`src/tof_median_range_gate_assert.svh`:
```
// Assertion macros for the range gate and median filter.
`ifndef TOF_MEDIAN_RANGE_GATE_ASSERT_SVH
`define TOF_MEDIAN_RANGE_GATE_ASSERT_SVH

// Same-cycle implication, checked outside reset.
`define TMRG_ASSERT_IMPL(label, ante, cons, msg) \
  label: assert property (@(posedge clk) disable iff (rst) (ante) |-> (cons)) \
    else $error(msg);

// Next-cycle implication, checked outside reset.
`define TMRG_ASSERT_NEXT(label, ante, cons, msg) \
  label: assert property (@(posedge clk) disable iff (rst) (ante) |=> (cons)) \
    else $error(msg);

`endif

```
`src/tmrg_pkg.sv`:
```
// Shared constants and types for the range gate and median filter.
`default_nettype none

package tmrg_pkg;

  localparam int DIST_W = 13;
  localparam int RAW_W  = 16;
  localparam int SEL_W  = 1;
  localparam int MASK_W = 2;
  localparam int CFG_W  = 2;

  localparam logic [RAW_W-1:0]  REJECT_LIMIT = 16'd8190;
  localparam logic [MASK_W-1:0] READY_MASK_RST = 2'd3;
  localparam logic [DIST_W-1:0] MIN_DIST_RST = 13'd0;
  localparam logic [DIST_W-1:0] MAX_DIST_RST = 13'd8189;

  localparam int WINDOW_DEF  = 5;
  localparam int SENSORS_DEF = 2;

  typedef enum logic [CFG_W-1:0] {
    REG_READY_MASK = 2'd0,
    REG_MIN_DIST   = 2'd1,
    REG_MAX_DIST   = 2'd2
  } cfg_reg_t;

  // Control broadcast from the sequencer to every window cell.
  typedef struct packed {
    logic             load;
    logic             step;
    logic [SEL_W-1:0] sel;
  } cell_ctrl_t;

endpackage

`default_nettype wire

```
`src/tof_median_range_gate.sv`:
```
// Top level: range gate and running median filter over a ring of window cells.
//
// Requests arrive on req_valid/req_stall with sensor_sel, raw_mm and timed_out.
// A request is taken when req_valid is high and req_stall is low; req_stall is
// high while a request is in work. Each request gives exactly one result on
// res_valid/res_stall (sensor_out, distance_mm), held until res_stall is low.
// Configuration: cfg_we with cfg_index (0 ready mask, 1 minimum, 2 maximum)
// and cfg_data; other indexes are dropped.
// A kept reading runs the rank pass in S_RUN, then its result is registered
// in S_DONE; a rejected reading goes from acceptance straight to S_DONE.
// The next request is taken in the cycle after the result is registered.
// In the rank pass each sample travels once around the ring
// of WINDOW cells, one hop per cycle.
// A result waiting under res_stall does not block acceptance of the next
// request, but that request's result waits until the output register frees,
// and req_stall stays high meanwhile.
// Reset clears the write positions, fill flags and registers to their reset
// values; window contents are not cleared, and only written slots are read.
`default_nettype none

module tof_median_range_gate #(
  parameter int WINDOW  = tmrg_pkg::WINDOW_DEF,
  parameter int SENSORS = tmrg_pkg::SENSORS_DEF
) (
  input  wire                          clk,
  input  wire                          rst,
  input  wire                          req_valid,
  output logic                         req_stall,
  input  wire  [tmrg_pkg::SEL_W-1:0]   sensor_sel,
  input  wire  [tmrg_pkg::RAW_W-1:0]   raw_mm,
  input  wire                          timed_out,
  output logic                         res_valid,
  input  wire                          res_stall,
  output logic [tmrg_pkg::SEL_W-1:0]   sensor_out,
  output logic [tmrg_pkg::DIST_W-1:0]  distance_mm,
  input  wire                          cfg_we,
  input  wire  [tmrg_pkg::CFG_W-1:0]   cfg_index,
  input  wire  [tmrg_pkg::DIST_W-1:0]  cfg_data
);
  import tmrg_pkg::*;

  localparam int IDX_W = (WINDOW > 1) ? $clog2(WINDOW) : 1;
  localparam int CNT_W = $clog2(WINDOW + 1);
  localparam int ROWS  = (SENSORS > 2) ? 2 : SENSORS;

  typedef enum logic [2:0] {
    S_IDLE = 3'b001,
    S_RUN  = 3'b010,
    S_DONE = 3'b100
  } state_t;

  state_t state, state_next;

  logic [MASK_W-1:0] ready_mask;
  logic [DIST_W-1:0] min_distance;
  logic [DIST_W-1:0] max_distance;

  logic [IDX_W-1:0] wpos  [ROWS];
  logic             wfull [ROWS];

  logic [CNT_W-1:0] step_cnt;
  logic [CNT_W-1:0] count;
  logic [SEL_W-1:0] cur_sel;
  logic             cur_good;

  logic             accept;
  logic             good_in;
  logic             res_load;
  logic [IDX_W-1:0] pos_cur;
  logic             full_cur;
  logic [IDX_W-1:0] pos_wr;
  logic [CNT_W-1:0] pos_inc;
  logic             wraps;
  logic [IDX_W-1:0] pos_new;
  logic             full_new;
  logic [CNT_W-1:0] ld_count;
  logic [CNT_W-1:0] mid;
  cell_ctrl_t       ctrl;

  logic [DIST_W-1:0] trv_val  [WINDOW];
  logic [IDX_W-1:0]  trv_idx  [WINDOW];
  logic              trv_live [WINDOW];
  logic [WINDOW-1:0] pick_vec;
  logic [DIST_W-1:0] pick_val [WINDOW];
  logic [DIST_W-1:0] median;
  logic [DIST_W-1:0] gated;

  assign req_stall = (state != S_IDLE);
  assign accept    = req_valid && !req_stall;

  assign good_in = (32'(sensor_sel) < SENSORS) && ready_mask[sensor_sel] && !timed_out &&
                   (raw_mm < REJECT_LIMIT);

  always_comb begin
    pos_cur  = '0;
    full_cur = 1'b0;
    for (int r = 0; r < ROWS; r++) begin
      if (sensor_sel == SEL_W'(r)) begin
        pos_cur  = wpos[r];
        full_cur = wfull[r];
      end
    end
  end

  assign pos_wr   = (CNT_W'(pos_cur) >= CNT_W'(WINDOW)) ? '0 : pos_cur;
  assign pos_inc  = CNT_W'(pos_wr) + CNT_W'(1);
  assign wraps    = (pos_inc == CNT_W'(WINDOW));
  assign pos_new  = wraps ? '0 : pos_inc[IDX_W-1:0];
  assign full_new = full_cur || wraps;
  assign ld_count = full_new ? CNT_W'(WINDOW) : pos_inc;

  assign ctrl.load = accept && good_in;
  assign ctrl.step = (state == S_RUN);
  assign ctrl.sel  = sensor_sel;
  assign mid       = count >> 1;

  for (genvar k = 0; k < WINDOW; k++) begin : g_cell
    localparam int PREV = (k == 0) ? WINDOW - 1 : k - 1;
    tmrg_cell #(
      .IDX   (k),
      .ROWS  (ROWS),
      .IDX_W (IDX_W),
      .CNT_W (CNT_W)
    ) u_cell (
      .clk        (clk),
      .rst        (rst),
      .ctrl       (ctrl),
      .wr_pos     (pos_wr),
      .ld_count   (ld_count),
      .new_sample (raw_mm[DIST_W-1:0]),
      .mid        (mid),
      .prev_val   (trv_val[PREV]),
      .prev_idx   (trv_idx[PREV]),
      .prev_live  (trv_live[PREV]),
      .trv_val    (trv_val[k]),
      .trv_idx    (trv_idx[k]),
      .trv_live   (trv_live[k]),
      .pick       (pick_vec[k]),
      .pick_val   (pick_val[k])
    );
  end

  // Exactly one live cell holds the middle rank; OR the cells together.
  always_comb begin
    median = '0;
    for (int k = 0; k < WINDOW; k++) begin
      median = median | pick_val[k];
    end
  end

  assign gated = (cur_good && (median >= min_distance) && (median <= max_distance)) ?
                 median : '0;

  assign res_load = (state == S_DONE) && (!res_valid || !res_stall);

  always_comb begin
    state_next = state;
    case (state)
      S_IDLE: begin
        if (accept) begin
          state_next = good_in ? S_RUN : S_DONE;
        end
      end
      S_RUN: begin
        if (step_cnt == CNT_W'(WINDOW - 1)) begin
          state_next = S_DONE;
        end
      end
      S_DONE: begin
        if (res_load) begin
          state_next = S_IDLE;
        end
      end
      default: state_next = S_IDLE;
    endcase
  end

  always_ff @(posedge clk) begin
    if (rst) begin
      state        <= S_IDLE;
      step_cnt     <= '0;
      res_valid    <= 1'b0;
      ready_mask   <= READY_MASK_RST;
      min_distance <= MIN_DIST_RST;
      max_distance <= MAX_DIST_RST;
      for (int r = 0; r < ROWS; r++) begin
        wpos[r]  <= '0;
        wfull[r] <= 1'b0;
      end
    end else begin
      state <= state_next;
      if (state == S_RUN) begin
        step_cnt <= step_cnt + CNT_W'(1);
      end else begin
        step_cnt <= '0;
      end
      if (res_load) begin
        res_valid <= 1'b1;
      end else if (!res_stall) begin
        res_valid <= 1'b0;
      end
      if (ctrl.load) begin
        for (int r = 0; r < ROWS; r++) begin
          if (sensor_sel == SEL_W'(r)) begin
            wpos[r]  <= pos_new;
            wfull[r] <= full_new;
          end
        end
      end
      if (cfg_we) begin
        case (cfg_index)
          REG_READY_MASK: ready_mask   <= cfg_data[MASK_W-1:0];
          REG_MIN_DIST:   min_distance <= cfg_data;
          REG_MAX_DIST:   max_distance <= cfg_data;
          default: ;
        endcase
      end
    end
  end

  // Hold the request fields for the result.
  always_ff @(posedge clk) begin
    if (accept) begin
      cur_sel  <= sensor_sel;
      cur_good <= good_in;
      count    <= ld_count;
    end
    if (res_load) begin
      sensor_out  <= cur_sel;
      distance_mm <= gated;
    end
  end

`include "tof_median_range_gate_assert.svh"

  `TMRG_ASSERT_NEXT(a_accept_starts, accept, (state != S_IDLE), "request did not start")
  `TMRG_ASSERT_IMPL(a_one_median, (state == S_DONE) && cur_good, $onehot(pick_vec), "no single median")
  `TMRG_ASSERT_IMPL(a_step_bound, (state == S_RUN), (step_cnt < CNT_W'(WINDOW)), "rank pass overran")

endmodule

`default_nettype wire

```
`src/tmrg_cell.sv`:
```
// One window cell: holds one sample slot per sensor and ranks its sample
// against the values circulating through the ring.
`default_nettype none

module tmrg_cell #(
  parameter int IDX   = 0,
  parameter int ROWS  = 2,
  parameter int IDX_W = 3,
  parameter int CNT_W = 3
) (
  input  wire                        clk,
  input  wire                        rst,
  input  wire  tmrg_pkg::cell_ctrl_t ctrl,
  input  wire  [IDX_W-1:0]           wr_pos,
  input  wire  [CNT_W-1:0]           ld_count,
  input  wire  [tmrg_pkg::DIST_W-1:0] new_sample,
  input  wire  [CNT_W-1:0]           mid,
  input  wire  [tmrg_pkg::DIST_W-1:0] prev_val,
  input  wire  [IDX_W-1:0]           prev_idx,
  input  wire                        prev_live,
  output logic [tmrg_pkg::DIST_W-1:0] trv_val,
  output logic [IDX_W-1:0]           trv_idx,
  output logic                       trv_live,
  output logic                       pick,
  output logic [tmrg_pkg::DIST_W-1:0] pick_val
);
  import tmrg_pkg::*;

  logic [DIST_W-1:0] sample [ROWS];
  logic [DIST_W-1:0] own;
  logic              own_live;
  logic [CNT_W-1:0]  rank;
  logic [DIST_W-1:0] row_rd;
  logic              wr_here;
  logic [DIST_W-1:0] load_val;
  logic              load_live;
  logic              beats;

  always_comb begin
    row_rd = '0;
    for (int r = 0; r < ROWS; r++) begin
      if (ctrl.sel == SEL_W'(r)) begin
        row_rd = sample[r];
      end
    end
  end

  assign wr_here   = (wr_pos == IDX_W'(IDX));
  assign load_val  = wr_here ? new_sample : row_rd;
  assign load_live = (CNT_W'(IDX) < ld_count);

  // Smaller value, or equal value from an earlier slot, sorts ahead.
  assign beats = trv_live && own_live &&
                 ((trv_val < own) || ((trv_val == own) && (trv_idx < IDX_W'(IDX))));

  always_ff @(posedge clk) begin
    if (ctrl.load) begin
      for (int r = 0; r < ROWS; r++) begin
        if (wr_here && (ctrl.sel == SEL_W'(r))) begin
          sample[r] <= new_sample;
        end
      end
      own     <= load_val;
      trv_val <= load_val;
      trv_idx <= IDX_W'(IDX);
      rank    <= '0;
    end else if (ctrl.step) begin
      trv_val <= prev_val;
      trv_idx <= prev_idx;
      if (beats) begin
        rank <= rank + CNT_W'(1);
      end
    end
  end

  always_ff @(posedge clk) begin
    if (rst) begin
      own_live <= 1'b0;
      trv_live <= 1'b0;
    end else if (ctrl.load) begin
      own_live <= load_live;
      trv_live <= load_live;
    end else if (ctrl.step) begin
      trv_live <= prev_live;
    end
  end

  assign pick     = own_live && (rank == mid);
  assign pick_val = pick ? own : '0;

endmodule

`default_nettype wire

```
`config.mk`:
```
export PLATFORM = sky130hd
export DESIGN_NAME = tof_median_range_gate
export DESIGN_NICKNAME = d
export VERILOG_FILES = /design/src/tmrg_pkg.sv /design/src/tof_median_range_gate.sv /design/src/tmrg_cell.sv
export VERILOG_INCLUDE_DIRS = /design/src /design/src/src
export SDC_FILE = /design/constraint.sdc
export NUM_CORES = 1
export LEC_CHECK = 0
export BUFFER_PORTS_ARGS = -buffer_cell sky130_fd_sc_hd__buf_2
export CAP_MARGIN = 20
export CORE_UTILIZATION = 63
export CTS_CLUSTER_DIAMETER = 100
export DETAILED_ROUTE_END_ITERATION = 7
export PLACE_DENSITY = 0.8
export SLEW_MARGIN = 10
export SYNTH_ARGS = -nofsm -noshare
export SYNTH_HDL_FRONTEND = slang
export SYNTH_HIERARCHICAL = 1
export SYNTH_SLANG_ARGS = --single-unit
```
`constraint.sdc`:
```
create_clock -name clk -period 4.95 [get_ports clk]
set_input_delay 0.495 -clock clk [delete_from_list [all_inputs] [get_ports clk]]
set_output_delay 0.495 -clock clk [all_outputs]
set_load 0.02 [all_outputs]
```
==> results.env <==
CRITICAL_PATH.REG2REG.STARTPOINT='count[2]'
GRT_OVERFLOW=0
DIE_HEIGHT_UM=168.4
AREA_GROWTH_FROM_SYNTHESIS_TO_LAYOUT_PCT=10.12
SYNTH_FF_TYPE='edfxtp_1'
REG2REG_DEPTH=12
POSTPLACECELLAREA_MM2=0.01798
GRT.TOTAL_USAGE_PCT=30.51
NETSWITCHINGFRACTION_PCT=22.79
CLK_PIN_SLEW_PS=60
YOSYS_WARNINGS=6
WL_PER_CELL_UM=22.70
LARGEST_NET_DEGREE_AT_THE_START_OF_GLOBAL_ROUTING=72
SYNTH_COMPOUND_AREA_SHARE_PCT=8.170
INSERTION_DELAY_PS=540
FINAL_CELLS=1863
REMAINING_DRC_ERRORS=0
CRITPATHARRIVALTIME_PS=4260
WORST_IR_DROP_VDD_V=0.0003102
SHARE_CLK_OF_TOTAL_POWER_PCT=42.0
CRITPATHLAUNCHTYPE='flop'
NETLIST.AREA_LEADER.SHARE_PCT=49.23
IO_BUFFER_COUNT=53
TIGHTESTPINTRANSITION_PS=1084
MIN_PATH_TYPE='input pin to flop'
SETUP_REPAIR_AFTER_GLOBAL_ROUTING_MISSED_ITS_MARGIN='no'
NETLIST.TOP_CELL.BY_AREA='edfxtp_1'
CRIT_END='distance_mm[12]'
SYNTH_SEQ_CELLS=361
FINAL_CRITICAL_PATH_SETUP_SLACK_PS=942.8
POST_CTS_RESIZED=0
IOPINCOUNT=54
CTS_MADE_BUFFERS=38
SYN-CELL-AREA_MM2=0.01744
CLOCK_TREE.HTREE_LEVEL_COUNT=2
SYNTH.TOP_CELLS.BY_COUNT='edfxtp_1, nand2_1, inv_1, ha_1, nor2_1'
SYNTH.YOSYS.SEQ_AREA_SHARE_PCT=57.84
POST-ROUTE-UTIL_PCT=71.08
CELL_TYPES_OCCUPYING_THE_MOST_AREA_AFTER_SYNTHESIS='edfxtp_1, dfxtp_1, ha_1'
DOMINANT_COMBINATIONAL_CELL_FAMILY_BY_AREA_AFTER_SYNTHESIS='simple AND/OR/NAND/NOR gates'
TOP_USAGE_LAYER='met2'
NNETSFINAL=1630
WORST-ENDPOINT-REQUIRED_PS=5200
P_COMB_SHARE_PCT=6.7
MUXSHAREOFSYNTHAREA_PCT=9.389
PLACEMENT_ROWS=60
TRITONCTS='yes'
DIE_AREA_MM2=0.02836
POSTLAYOUTCELLAREA_MM2=0.01921
POST_CTS_BUFFERS=0
SYNTH.MOST_COMMON_CELL='edfxtp_1'
LAYOUT-DRIVE-GT1-SHARE_PCT=15.32
CTS-ROOT-TO-SINK-BUFFERS=3
SLEW_HEADROOM_PCT=27.45
POWERDENSITY_mW_PER_MM2=348.0
CRIT_PATH_MAX_FANOUT=13
SYNTHCELLS=1447
ANTENNA_LEFT=0
ANTENNA_FOUND_INITIAL=2
DR.FIRST_ITER.DRC_COUNT=1146
YOSYS.CELL_TYPES.COUNT=73
WORST_CLOCK_SKEW_PS=12.23
DRT_WIRELENGTH_UM=42290
VIA_COUNT_OF_THE_FIRST_GLOBAL_ROUTING_PASS=10860
SHARE_OF_SYNTHESIZED_FLIP_FLOPS_WITH_AN_ASYNCHRONOUS_SET_OR_RESET_PCT=0
INTERNAL_POWER_uW=5161
REPORT.FINAL.SLEW_VIOL_COUNT=0
P_SW_uW=1524
POST_CTS_HOLD_BUFFER_COUNT=0
DIE_WIDTH_UM=168.4
LAYOUT_MIN_CYCLE_TIME_PS=4007
PATH_CLASS='flop to flop'
SYNTHXORXNORAREAFRAC_PCT=0.9540
LAYOUT_WORST_PATH_CYCLE_SHARE_PCT=80.95
FLOORPLAN.INITIALDENSITY_PCT=64.55
FMAXACHIEVABLE_MHz=249.6
SETUP_TOTAL_NEGATIVE_SLACK_PS=0
CTS_SINKS=361
HPWLAFTERDP_UM=31270
PRECTSSETUPSLACK_PS=1046
SYNTH_FA_HA_AREA_SHARE_PCT=7.101
GLOBALROUTEMET3UTIL_PCT=5.219
GRT_FIRST_PASS_WIRELENGTH_UM=64210
MAXCAPVIOLCOUNT=0
DETAIL_ROUTE.FIRST_PASS.ITERATIONS=5
WORST_SETUP_PATH_STARTPOINT='count[2]'
RRSETUPSLACK_PS=940
FLOORPLAN.CORE_AREA_MM2=0.02703
HOLD_VIOL_FINAL=0
DRT-VIAS-PER-INSTANCE=6.180
GLOBALPLACE.CONGESTION=0.9931
USE_MET1_PCT=42.57
SEQ_POWER_SHARE_PCT=51.3
GRT_UTIL_MET2_PCT=48.49
ROUTE.VIAS.TOTAL=11510
NUMBER_OF_SYNTHESIZED_FLOPS_WITH_AN_ENABLE_PIN=286
SYN-MEAN-INSTANCE-AREA_UM2=12.06
WORSTREG2REGEND='distance_mm[12]'
RUN_STATUS='completed'
CTS_ROOT_BUF='clkbuf_16'
TIMING.CRITICAL_PATH.TO_TYPE='flop'
CELLS_AFTER_DPL=1794
SYNTH-SIMPLE-AREA-SHARE_PCT=12.45
SETUP_VIOL=0
CELLLEAKAGEPOWER_uW=0.007324
-- worst max-delay path, stage by stage (launching register included) --
cell      delay (ps)
edfxtp_1         540
xor2_1           760
nor3_1           100
and2_1           190
or4_1            510
nor2_1           300
ha_1             210
nor2b_1           40
o21bai_1         110
a311o_1          200
o211ai_2         100
o221ai_2         550
a21oi_1           90
-- cell families (layout without fill, tap and decap cells) --
kind of cell,Yosys count,after routing
simple gates,419,419
xor+xnor,19,19
mux,153,153
buf+inv,175,245
flops,361,361
compound gates,220,220
other cells,1,6
fa+ha+maj,99,99
-- layer usage --
metal	up-vias	routed length, um	part of all wire (%)
met5	-	0	0
met4	0	1483	3.5
met3	99	3501	8.3
met2	456	19580	46
met1	5548	17720	42
li1	5410	-	-
-- power by group through the flow --
stage / Combinational, uW / Sequential [uW] / Clock, uW
floorplan: 309 / 3460 / 0
global placement: 424 / 3490 / 0
detailed placement: 438 / 3490 / 0
CTS: 442 / 3430 / 2830
global route: 493 / 3440 / 2950
finish: 446 / 3430 / 2810
-- final cells by class --
class	count	area, um2
clock buffer	49	1045
tap	341	426.7
multi-input combinational	915	6666
sequential	361	10090
timing repair buffer	69	387.9
clock inverter	19	181.4
fill	1860	7816
antenna	1	2.502
inverter	108	410.4
-- cell usage in the layout (no fill, tap or decap), types with 7 or more instances in the layout --
| cell type | Yosys | routed |
|---|---|---|
| o21ai_1 | 7 | 7 |
| xor2_1 | 12 | 12 |
| nand2_1 | 127 | 127 |
| o21a_1 | 11 | 11 |
| buf_2 | 19 | 52 |
| a21oi_1 | 80 | 80 |
| nand3b_1 | 7 | 7 |
| dfxtp_1 | 75 | 75 |
| xnor2_1 | 7 | 7 |
| nor3_1 | 26 | 26 |
| ha_1 | 99 | 99 |
| clkbuf_1 | 39 | 8 |
| nor2_1 | 81 | 80 |
| o21ai_0 | 61 | 61 |
| a211o_1 | 19 | 19 |
| clkbuf_16 | 0 | 40 |
| or2_2 | 7 | 7 |
| mux2i_1 | 80 | 80 |
| nand4_1 | 19 | 19 |
| buf_4 | 6 | 17 |
| and3_1 | 10 | 10 |
| mux2_2 | 69 | 69 |
| nand3_1 | 15 | 15 |
| clkinv_2 | 0 | 8 |
| nor2b_1 | 20 | 20 |
| inv_1 | 108 | 107 |
| nor4_1 | 62 | 62 |
| edfxtp_1 | 286 | 286 |
| nand2b_1 | 9 | 9 |
-- sequential cells by signal, indices dropped and copies added, names as in the netlist --
register / flops
g_cell.u_cell/trv_live: 5
g_cell.u_cell/trv_idx: 15
g_cell.u_cell/own_live: 5
state: 3
wpos: 6
g_cell.u_cell/sample: 130
max_distance: 13
sensor_out: 1
res_valid: 1
ready_mask: 2
g_cell.u_cell/trv_val: 65
g_cell.u_cell/rank: 15
count: 2
step_cnt: 3
wfull: 2
distance_mm: 13
min_distance: 13
cur_sel: 1
g_cell.u_cell/own: 65
cur_good: 1
-- through the flow --
step                total power [uW]  hold slack [ps]
floorplan                       3770            400.3
global placement                3913            406.0
detailed placement              3929            407.2
CTS                             6701            166.1
global route                    6876            172.9
finish                          6685            175.6
-- how the worst min path moves through the flow --
stage	startpoint	to	slack (ps)	cells after the start
after floorplan	cur_sel	sensor_out	400	0
after global placement	cur_sel	sensor_out	410	0
after detailed placement	cur_sel	sensor_out	410	0
after CTS	cfg_data[5]	max_distance[5]	170	2
after global routing	cfg_data[6]	max_distance[6]	170	2
final	cfg_data[2]	max_distance[2]	180	2
(Power assumes the default switching activity.)
